==> config.mk <==
export PLATFORM = sky130hd
export DESIGN_NAME = c_source_include_scanner
export DESIGN_NICKNAME = d
export VERILOG_FILES = /design/src/rtl/csis_pkg.sv /design/src/rtl/c_source_include_scanner.sv /design/src/rtl/csis_in_reg.sv /design/src/rtl/csis_core.sv /design/src/rtl/csis_out_reg.sv
export SDC_FILE = /design/constraint.sdc
export NUM_CORES = 1
export LEC_CHECK = 0
export BUFFER_PORTS_ARGS = -buffer_cell sky130_fd_sc_hd__buf_4
export CAP_MARGIN = 20
export CELL_PAD_IN_SITES_DETAIL_PLACEMENT = 0
export CELL_PAD_IN_SITES_GLOBAL_PLACEMENT = 2
export CORE_MARGIN = 2
export CORE_UTILIZATION = 38
export CTS_CLUSTER_SIZE = 16
export DETAILED_ROUTE_END_ITERATION = 16
export GPL_TIMING_DRIVEN = 0
export PLACE_DENSITY = 0.83
export SETUP_SLACK_MARGIN = 0.02
export SLEW_MARGIN = 20
export SYNTH_ARGS = -nofsm -noshare
export SYNTH_HDL_FRONTEND = slang
export SYNTH_HIERARCHICAL = 1
export SYNTH_SLANG_ARGS = --single-unit
==> constraint.sdc <==
create_clock -name clk -period 4.3 [get_ports clk]
set_input_delay 0.43 -clock clk [delete_from_list [all_inputs] [get_ports clk]]
set_output_delay 0.43 -clock clk [all_outputs]
set_load 0.005 [all_outputs]
==> src/rtl/csis_pkg.sv <==
`default_nettype none
// Shared types, character codes and helpers for the include scanner.
package csis_pkg;

    // Width of the byte position counter and of the reported fields
    localparam int OFFSET_BITS = 24;
    localparam int OUT_BITS    = 24;

    typedef logic [OFFSET_BITS-1:0] pos_t;
    typedef logic [OUT_BITS-1:0]    out_field_t;

    localparam pos_t POS_MAX = {OFFSET_BITS{1'b1}};

    // ASCII codes the scanner looks for
    localparam logic [7:0] CH_HASH   = 8'h23;
    localparam logic [7:0] CH_QUOTE  = 8'h22;
    localparam logic [7:0] CH_BSLASH = 8'h5C;
    localparam logic [7:0] CH_NL     = 8'h0A;
    localparam logic [7:0] CH_TAB    = 8'h09;
    localparam logic [7:0] CH_SPACE  = 8'h20;
    localparam logic [7:0] CH_STAR   = 8'h2A;
    localparam logic [7:0] CH_SLASH  = 8'h2F;
    localparam logic [7:0] CH_APOS   = 8'h27;
    localparam logic [7:0] CH_LOW_I  = 8'h69;
    localparam logic [7:0] CH_LOW_F  = 8'h66;
    localparam logic [7:0] CH_LOW_N  = 8'h6E;
    localparam logic [7:0] CH_LOW_C  = 8'h63;
    localparam logic [7:0] CH_LOW_L  = 8'h6C;
    localparam logic [7:0] CH_LOW_U  = 8'h75;
    localparam logic [7:0] CH_LOW_D  = 8'h64;
    localparam logic [7:0] CH_LOW_E  = 8'h65;

    // One source byte as held in the input register
    typedef struct packed {
        logic [7:0] text_byte;
        logic       final_byte;
    } item_t;

    // One found include name
    typedef struct packed {
        out_field_t name_offset;
        out_field_t name_length;
    } result_t;

    // Handshake between scanner core and result register
    typedef struct packed {
        logic hit;
        logic consume;
    } core_ctrl_t;

    // Advance a position, holding at the top value
    function automatic pos_t pos_inc(input pos_t p);
        pos_t r;
        r = (p == POS_MAX) ? POS_MAX : p + pos_t'(1);
        return r;
    endfunction

    // Fit a position to the output field width
    function automatic out_field_t to_out(input pos_t p);
        out_field_t r;
        r = OUT_BITS'(p);
        return r;
    endfunction

endpackage

`default_nettype wire

==> src/rtl/c_source_include_scanner.sv <==
`default_nettype none
// Top level of the C source include scanner.
//
//  Channel | Direction | Handshake          | Payload
//  --------+-----------+--------------------+-------------------------------
//  in      | input     | in_valid/in_stall  | text_byte[7:0], final_byte
//  out     | output    | out_valid/out_stall| name_offset[23:0], name_length[23:0]
//
// One byte per cycle unless a closing byte waits on a stalled result register:
// each byte passes the input register and one state transition in the scanner
// core; a closing quote's result goes on into the result register, which drives out_valid.
// The rate is set by the registered scanner state update.
// Reset (rst_n low) clears scan state, byte position and both valid flags.
// While a result waits under out_stall, bytes that give no result still
// move on; a byte that closes a name waits in the input register.
module c_source_include_scanner
(
    input  wire logic                   clk,
    input  wire logic                   rst_n,
    input  wire logic                   in_valid,
    output logic                        in_stall,
    input  wire logic [7:0]             text_byte,
    input  wire logic                   final_byte,
    output logic                        out_valid,
    input  wire logic                   out_stall,
    output csis_pkg::out_field_t        name_offset,
    output csis_pkg::out_field_t        name_length
);
    import csis_pkg::*;

    logic       item_vld;
    item_t      item;
    logic       out_free;
    core_ctrl_t ctrl;
    result_t    result;

    csis_in_reg u_in_reg
    (
        .clk        (clk),
        .rst_n      (rst_n),
        .in_valid   (in_valid),
        .in_stall   (in_stall),
        .text_byte  (text_byte),
        .final_byte (final_byte),
        .consume    (ctrl.consume),
        .item_vld   (item_vld),
        .item       (item)
    );

    csis_core u_core
    (
        .clk      (clk),
        .rst_n    (rst_n),
        .item_vld (item_vld),
        .item     (item),
        .out_free (out_free),
        .ctrl     (ctrl),
        .result   (result)
    );

    csis_out_reg u_out_reg
    (
        .clk         (clk),
        .rst_n       (rst_n),
        .ctrl        (ctrl),
        .result      (result),
        .out_free    (out_free),
        .out_valid   (out_valid),
        .out_stall   (out_stall),
        .name_offset (name_offset),
        .name_length (name_length)
    );

endmodule

`default_nettype wire

==> src/rtl/csis_in_reg.sv <==
`default_nettype none
// Input register: holds one source byte until the scanner core takes it.
module csis_in_reg
(
    input  wire logic            clk,
    input  wire logic            rst_n,
    input  wire logic            in_valid,
    output logic                 in_stall,
    input  wire logic [7:0]      text_byte,
    input  wire logic            final_byte,
    input  wire logic            consume,
    output logic                 item_vld,
    output csis_pkg::item_t      item
);
    import csis_pkg::*;

    logic  vld_reg;
    logic  vld_next;
    item_t item_reg;
    logic  accept;

    // Stall only while a held byte cannot move on this cycle
    assign in_stall = vld_reg && !consume;
    assign accept   = in_valid && !in_stall;

    always_comb
    begin
        if (accept)
        begin
            vld_next = 1'b1;
        end
        else if (consume)
        begin
            vld_next = 1'b0;
        end
        else
        begin
            vld_next = vld_reg;
        end
    end

    // Hold valid flag
    always_ff @(posedge clk or negedge rst_n)
    begin
        if (!rst_n)
        begin
            vld_reg <= 1'b0;
        end
        else
        begin
            vld_reg <= vld_next;
        end
    end

    // Load payload on each transfer
    always_ff @(posedge clk)
    begin
        if (accept)
        begin
            item_reg.text_byte  <= text_byte;
            item_reg.final_byte <= final_byte;
        end
    end

    assign item_vld = vld_reg;
    assign item     = item_reg;

endmodule

`default_nettype wire

==> src/rtl/csis_core.sv <==
`default_nettype none
// Scanner core: lexical state machine, byte position and name start.
module csis_core
(
    input  wire logic              clk,
    input  wire logic              rst_n,
    input  wire logic              item_vld,
    input  wire csis_pkg::item_t   item,
    input  wire logic              out_free,
    output csis_pkg::core_ctrl_t   ctrl,
    output csis_pkg::result_t      result
);
    import csis_pkg::*;

    typedef enum logic [4:0] {
        ST_NORMAL      = 5'd0,
        ST_SLASH       = 5'd1,
        ST_STRING      = 5'd2,
        ST_STRING_ESC  = 5'd3,
        ST_CHAR        = 5'd4,
        ST_CHAR_ESC    = 5'd5,
        ST_COMMENT     = 5'd6,
        ST_COMMENT_END = 5'd7,
        ST_PREPROC     = 5'd8,
        ST_SKIP        = 5'd9,
        ST_SKIP_ESC    = 5'd10,
        ST_KW_I        = 5'd11,
        ST_KW_N        = 5'd12,
        ST_KW_C        = 5'd13,
        ST_KW_L        = 5'd14,
        ST_KW_U        = 5'd15,
        ST_KW_D        = 5'd16,
        ST_INC_LINE    = 5'd17,
        ST_INC_NAME    = 5'd18,
        ST_IF_SKIP     = 5'd19
    } state_t;

    state_t     state_reg;
    state_t     state_next;
    pos_t       pos_reg;
    pos_t       pos_next;
    pos_t       begin_reg;
    pos_t       begin_next;
    state_t     normal_ns;
    state_t     skip_ns;
    state_t     comment_ns;
    logic [7:0] c;
    logic       hit;
    logic       consume;
    pos_t       name_len;

    assign c = item.text_byte;

    // Common successor states
    always_comb
    begin
        case (c)
            CH_SLASH: normal_ns = ST_SLASH;
            CH_QUOTE: normal_ns = ST_STRING;
            CH_APOS:  normal_ns = ST_CHAR;
            CH_HASH:  normal_ns = ST_PREPROC;
            default:  normal_ns = ST_NORMAL;
        endcase
        case (c)
            CH_NL:     skip_ns = ST_NORMAL;
            CH_BSLASH: skip_ns = ST_SKIP_ESC;
            default:   skip_ns = ST_SKIP;
        endcase
        comment_ns = (c == CH_STAR) ? ST_COMMENT_END : ST_COMMENT;
    end

    // Length of the name, never below zero
    assign name_len = (pos_reg >= begin_reg) ? pos_reg - begin_reg : '0;

    // Next state, name start and result detection for the held byte
    always_comb
    begin
        state_next = state_reg;
        begin_next = begin_reg;
        hit        = 1'b0;
        case (state_reg)
            ST_SLASH:
            begin
                state_next = (c == CH_STAR) ? ST_COMMENT : normal_ns;
            end
            ST_STRING:
            begin
                state_next = (c == CH_QUOTE)  ? ST_NORMAL :
                             (c == CH_BSLASH) ? ST_STRING_ESC : ST_STRING;
            end
            ST_STRING_ESC:  state_next = ST_STRING;
            ST_CHAR:
            begin
                state_next = (c == CH_APOS)   ? ST_NORMAL :
                             (c == CH_BSLASH) ? ST_CHAR_ESC : ST_CHAR;
            end
            ST_CHAR_ESC:    state_next = ST_CHAR;
            ST_COMMENT:     state_next = comment_ns;
            ST_COMMENT_END:
            begin
                state_next = (c == CH_SLASH) ? ST_NORMAL : comment_ns;
            end
            ST_PREPROC:
            begin
                if (c == CH_NL)
                begin
                    state_next = ST_NORMAL;
                end
                else if (c inside {CH_SPACE, CH_TAB})
                begin
                    state_next = ST_PREPROC;
                end
                else if (c == CH_LOW_I)
                begin
                    state_next = ST_KW_I;
                end
                else
                begin
                    state_next = ST_SKIP;
                end
            end
            ST_SKIP:        state_next = skip_ns;
            ST_SKIP_ESC:    state_next = ST_SKIP;
            ST_KW_I:
            begin
                state_next = (c == CH_LOW_F) ? ST_IF_SKIP :
                             (c == CH_LOW_N) ? ST_KW_N : skip_ns;
            end
            ST_KW_N:        state_next = (c == CH_LOW_C) ? ST_KW_C : skip_ns;
            ST_KW_C:        state_next = (c == CH_LOW_L) ? ST_KW_L : skip_ns;
            ST_KW_L:        state_next = (c == CH_LOW_U) ? ST_KW_U : skip_ns;
            ST_KW_U:        state_next = (c == CH_LOW_D) ? ST_KW_D : skip_ns;
            ST_KW_D:        state_next = (c == CH_LOW_E) ? ST_INC_LINE : skip_ns;
            ST_INC_LINE:
            begin
                if (c == CH_NL)
                begin
                    state_next = ST_NORMAL;
                end
                else if (c == CH_QUOTE)
                begin
                    state_next = ST_INC_NAME;
                    begin_next = pos_inc(pos_reg);
                end
                else
                begin
                    state_next = ST_INC_LINE;
                end
            end
            ST_INC_NAME:
            begin
                if (c == CH_NL)
                begin
                    state_next = ST_NORMAL;
                end
                else if (c == CH_QUOTE)
                begin
                    state_next = ST_SKIP;
                    hit        = 1'b1;
                end
                else
                begin
                    state_next = ST_INC_NAME;
                end
            end
            ST_IF_SKIP:
            begin
                state_next = (c == CH_NL) ? ST_NORMAL : ST_IF_SKIP;
            end
            default:        state_next = normal_ns;
        endcase
        pos_next = pos_inc(pos_reg);
        // Return to reset after the last byte of a file
        if (item.final_byte)
        begin
            state_next = ST_NORMAL;
            pos_next   = '0;
            begin_next = '0;
        end
    end

    // Take the byte unless its result cannot be placed
    assign consume      = item_vld && (!hit || out_free);
    assign ctrl.consume = consume;
    assign ctrl.hit     = item_vld && hit;

    assign result.name_offset = to_out(begin_reg);
    assign result.name_length = to_out(name_len);

    // Advance scan state on each consumed byte
    always_ff @(posedge clk or negedge rst_n)
    begin
        if (!rst_n)
        begin
            state_reg <= ST_NORMAL;
            pos_reg   <= '0;
            begin_reg <= '0;
        end
        else if (consume)
        begin
            state_reg <= state_next;
            pos_reg   <= pos_next;
            begin_reg <= begin_next;
        end
    end

endmodule

`default_nettype wire

==> src/rtl/csis_out_reg.sv <==
`default_nettype none
// Result register: holds one found name until downstream takes it.
module csis_out_reg
(
    input  wire logic                   clk,
    input  wire logic                   rst_n,
    input  wire csis_pkg::core_ctrl_t   ctrl,
    input  wire csis_pkg::result_t      result,
    output logic                        out_free,
    output logic                        out_valid,
    input  wire logic                   out_stall,
    output csis_pkg::out_field_t        name_offset,
    output csis_pkg::out_field_t        name_length
);
    import csis_pkg::*;

    logic    vld_reg;
    logic    vld_next;
    result_t res_reg;
    logic    load;

    assign out_free = !vld_reg || !out_stall;
    assign load     = ctrl.hit && ctrl.consume;

    always_comb
    begin
        if (load)
        begin
            vld_next = 1'b1;
        end
        else if (!out_stall)
        begin
            vld_next = 1'b0;
        end
        else
        begin
            vld_next = vld_reg;
        end
    end

    // Hold valid until the transfer completes
    always_ff @(posedge clk or negedge rst_n)
    begin
        if (!rst_n)
        begin
            vld_reg <= 1'b0;
        end
        else
        begin
            vld_reg <= vld_next;
        end
    end

    // Load a new result
    always_ff @(posedge clk)
    begin
        if (load)
        begin
            res_reg <= result;
        end
    end

    assign out_valid   = vld_reg;
    assign name_offset = res_reg.name_offset;
    assign name_length = res_reg.name_length;

endmodule

`default_nettype wire
==> results.txt <==
Status: finished clean
Syn nets: 734
Clock Pin Slew Worst Setup and Hold Paths: 0.08 ns
Netlist cell types: 70
Synth area leader: edfxtp_1
Share of layout cells above drive strength 1: 0.1499
Initial core utilization: 0.3873
Largest net degree at the start of global routing: 56
Drt drc: 0
Routability cong.: 0.8747
Post-synth ARST share: 0.4911
DIE HEIGHT: 136.6 um
Max-slew violation count: 0
Post-synth EDFFs: 57
Initial antenna violation count: 0
Worst EP required: 3.87 ns
Tcrit/Tclk final: 0.9126
Synth warnings: 6
Core Area: 17,240 um^2
CTS tree: yes
Final number of setup-violating endpoints: 0
Post-DP Area: 7445 um^2
Finished Layout Cells: 999
Synthesized cell area: 6676 um^2
Clock Latency Late Sink: 0.36 ns
Register area share after synthesis: 0.4625
Final Net Count: 808
Setup TNS: 0 ns
Fin. Hold Viols: 0
Detailed Route WL: 17,700 um
R2r startpoint: u_core/state_reg[2]$_DFFE_PN0P_
Worst slew pin tran: 0.7450 ns
Post-DP HPWL: 13,350 um
Leakage: 0.003273 uW
Critical-path cell list: clkbuf_1 > nor4bb_1 > nand2_1 > or4_4 > o21ai_4 > inv_4 > buf_6 > buf_6 > buf_4 > nand2b_4 > inv_1 > buf_4
Chip width: 136.6 um
TritonCTS buffer count: 9
Clk Tree Root Cell: clkbuf_16
First-pass DRT Iterations: 5
Uppermost layer routed: met4
R2R setup slack: 0.63 ns
Max-cap violations: 0
Ports: 63
Final ANT Viol Nets: 0
Synth Flop Type: edfxtp_1
Period minus WS final: 3.924 ns
Area contributors post-synth: edfxtp_1 26%, dfrtp_1 21%, ha_1 4.7%
Critical path data arrival time: 3.49 ns
Site row count: 48
Clock Sinks: 112
Buffer count from post-CTS setup fixing: 0
Wire length on met2: 8418 um
Post_cts resized: 0
Worst r2r dst: u_out_reg/name_offset[23]$_DFFE_PP_
Total Power: 2909 uW
WS Path Type: reg2out
Longest Clk Path Bufs: 2
Die area: 18,650 um^2
Crit path max fanout: 10
Power Dens Cells: 375.2 nW/um^2
Worst path max stage delay: 0.63 ns
Share of the synthesized area in the top cell type: 0.2564
Synthesized flop and latch total: 112
I/O Buffers: 62
Clk_skew: 0.01036 ns
Area grow syn2layout: 16.12%
CP startpoint kind: register
Slowest stage cell on the critical path: nor4bb_1
Routed wl met3: 682 um
Total grt overflow: 0
RSZ-0062 raised after global routing: false
Via density: 5.591
Reg2reg path depth: 11
Slew margin rel.: 0.5033
VDD IR-drop max: 0.2171 mV
N_diodes: 0
Hold Path Class: in2async
Fmax: 254.8 MHz
Via count: 5,585
First-pass GRT wire length: 28,230 um
Fillers: 1,653
Met1 Routed Length: 7927 um
Starting DRC count in detailed routing: 425
H-tree level count: 3
Post-route design area: 7752 um^2
Hold buffer count at CTS: 0
Cells after DPL: 983
Setup crit end kind: output port
Vias in the first global route: 5,219
DR WL/cell: 17.71 um
Cells after synthesis: 695
Syn Area/Cell: 9.606 um^2
Total GRT Usage: 0.1976
[worst max-delay path, delay by kind of cell (launching register included)]
| kind | cells | cell delay, ns |
|---|---|---|
| simple gates | 4 | 1.37 |
| flops | 1 | 0.36 |
| compound gates | 1 | 0.38 |
| buf+inv | 7 | 1.02 |
[layout by cell type, fill, tap and decap left out, drive strengths merged, types with 25 or more instances in the layout]
| master | synthesis | final |
|---|---|---|
| o21ai | 46 | 46 |
| buf | 8 | 71 |
| inv | 44 | 45 |
| nor2 | 49 | 49 |
| nor3 | 27 | 27 |
| clkbuf | 20 | 31 |
| edfxtp | 57 | 57 |
| nand2 | 68 | 68 |
| a21oi | 63 | 63 |
| dfrtp | 55 | 55 |
| ha | 25 | 25 |
[worst max path at each step]
stage / from / endpoint / cells after the start
after CTS: u_core/state_reg[2]$_DFFE_PN0P_ / in_stall / 12
after detailed placement: u_core/state_reg[2]$_DFFE_PN0P_ / u_out_reg/name_offset[23]$_DFFE_PP_ / 11
after global routing: u_core/state_reg[2]$_DFFE_PN0P_ / in_stall / 12
after floorplan: u_in_reg/item[5]$_DFFE_PP_ / u_out_reg/name_length[0]$_DFFE_PP_ / 9
final: u_core/state_reg[2]$_DFFE_PN0P_ / in_stall / 12
after global placement: u_core/state_reg[2]$_DFFE_PN0P_ / u_out_reg/name_offset[16]$_DFFE_PP_ / 10
[cells in the mapped netlist, types with 8 or more instances]
| cell | instances |
|---|---|
| nand2_1 | 67 |
| a21oi_1 | 62 |
| edfxtp_1 | 57 |
| dfrtp_1 | 55 |
| nor2_1 | 49 |
| inv_1 | 43 |
| o21ai_0 | 35 |
| nor3_1 | 26 |
| ha_1 | 25 |
| clkbuf_1 | 20 |
| nand3_1 | 19 |
| and3_1 | 15 |
| o211ai_1 | 15 |
| a21o_1 | 14 |
| mux2_2 | 14 |
| xnor2_1 | 14 |
| nand4_1 | 12 |
| a211oi_1 | 11 |
| a31oi_1 | 11 |
| xor2_1 | 11 |
| o21ai_1 | 10 |
| o21a_1 | 8 |
| or3_1 | 8 |
[cell families after synthesis]
logic type / Yosys count / share of synthesized area
XOR/XNOR: 25 / 0.03280
AO/OA/AOI/OAI: 202 / 0.1923
flip-flops: 112 / 0.4625
adder cells (fa/ha/maj): 26 / 0.04985
multiplexers: 22 / 0.03861
buffers and inverters: 72 / 0.04573
AND/OR/NAND/NOR: 236 / 0.1782
[cell type report]
cell class	instances	area, um^2	share of cell area
well taps	225	281.5	0.03631
repair buffers	63	485.5	0.06262
flip-flops and latches	112	3088	0.3983
plain buffers	28	137.6	0.01775
clock buffers	11	242.7	0.03131
inverters	44	167.7	0.02163
clock inverters	5	65.06	0.008393
multi-input cells	511	3284	0.4237
[per-layer routing]
| metal | vias up | track usage |
|---|---|---|
| met1 | 2652 | 0.2584 |
| met5 | - | 0 |
| met3 | 41 | 0.02926 |
| met4 | 0 | 0.09491 |
| li1 | 2718 | - |
| met2 | 174 | 0.3214 |
[metrics by stage]
stage,hold WS (ns),setup slack [ns],utilization
2_1_floorplan,0.1344,0.9281,-
3_3_place_gp,0.4315,0.06599,0.4307
3_5_place_dp,0.4344,0.6435,0.4319
4_1_cts,0.1594,0.3423,0.4498
5_1_grt,0.1742,0.2260,0.4498
6_report,0.1129,0.3760,0.4498
[report_power, final]
part           switching [uW]  leakage [uW]  internal [uW]
Combinational             483       0.00182            318
Sequential               28.5       0.00131           1210
Clock                     399      0.000144            474
Total                     911       0.00327           2000
No activity file was read; power rests on OpenSTA's default activity.
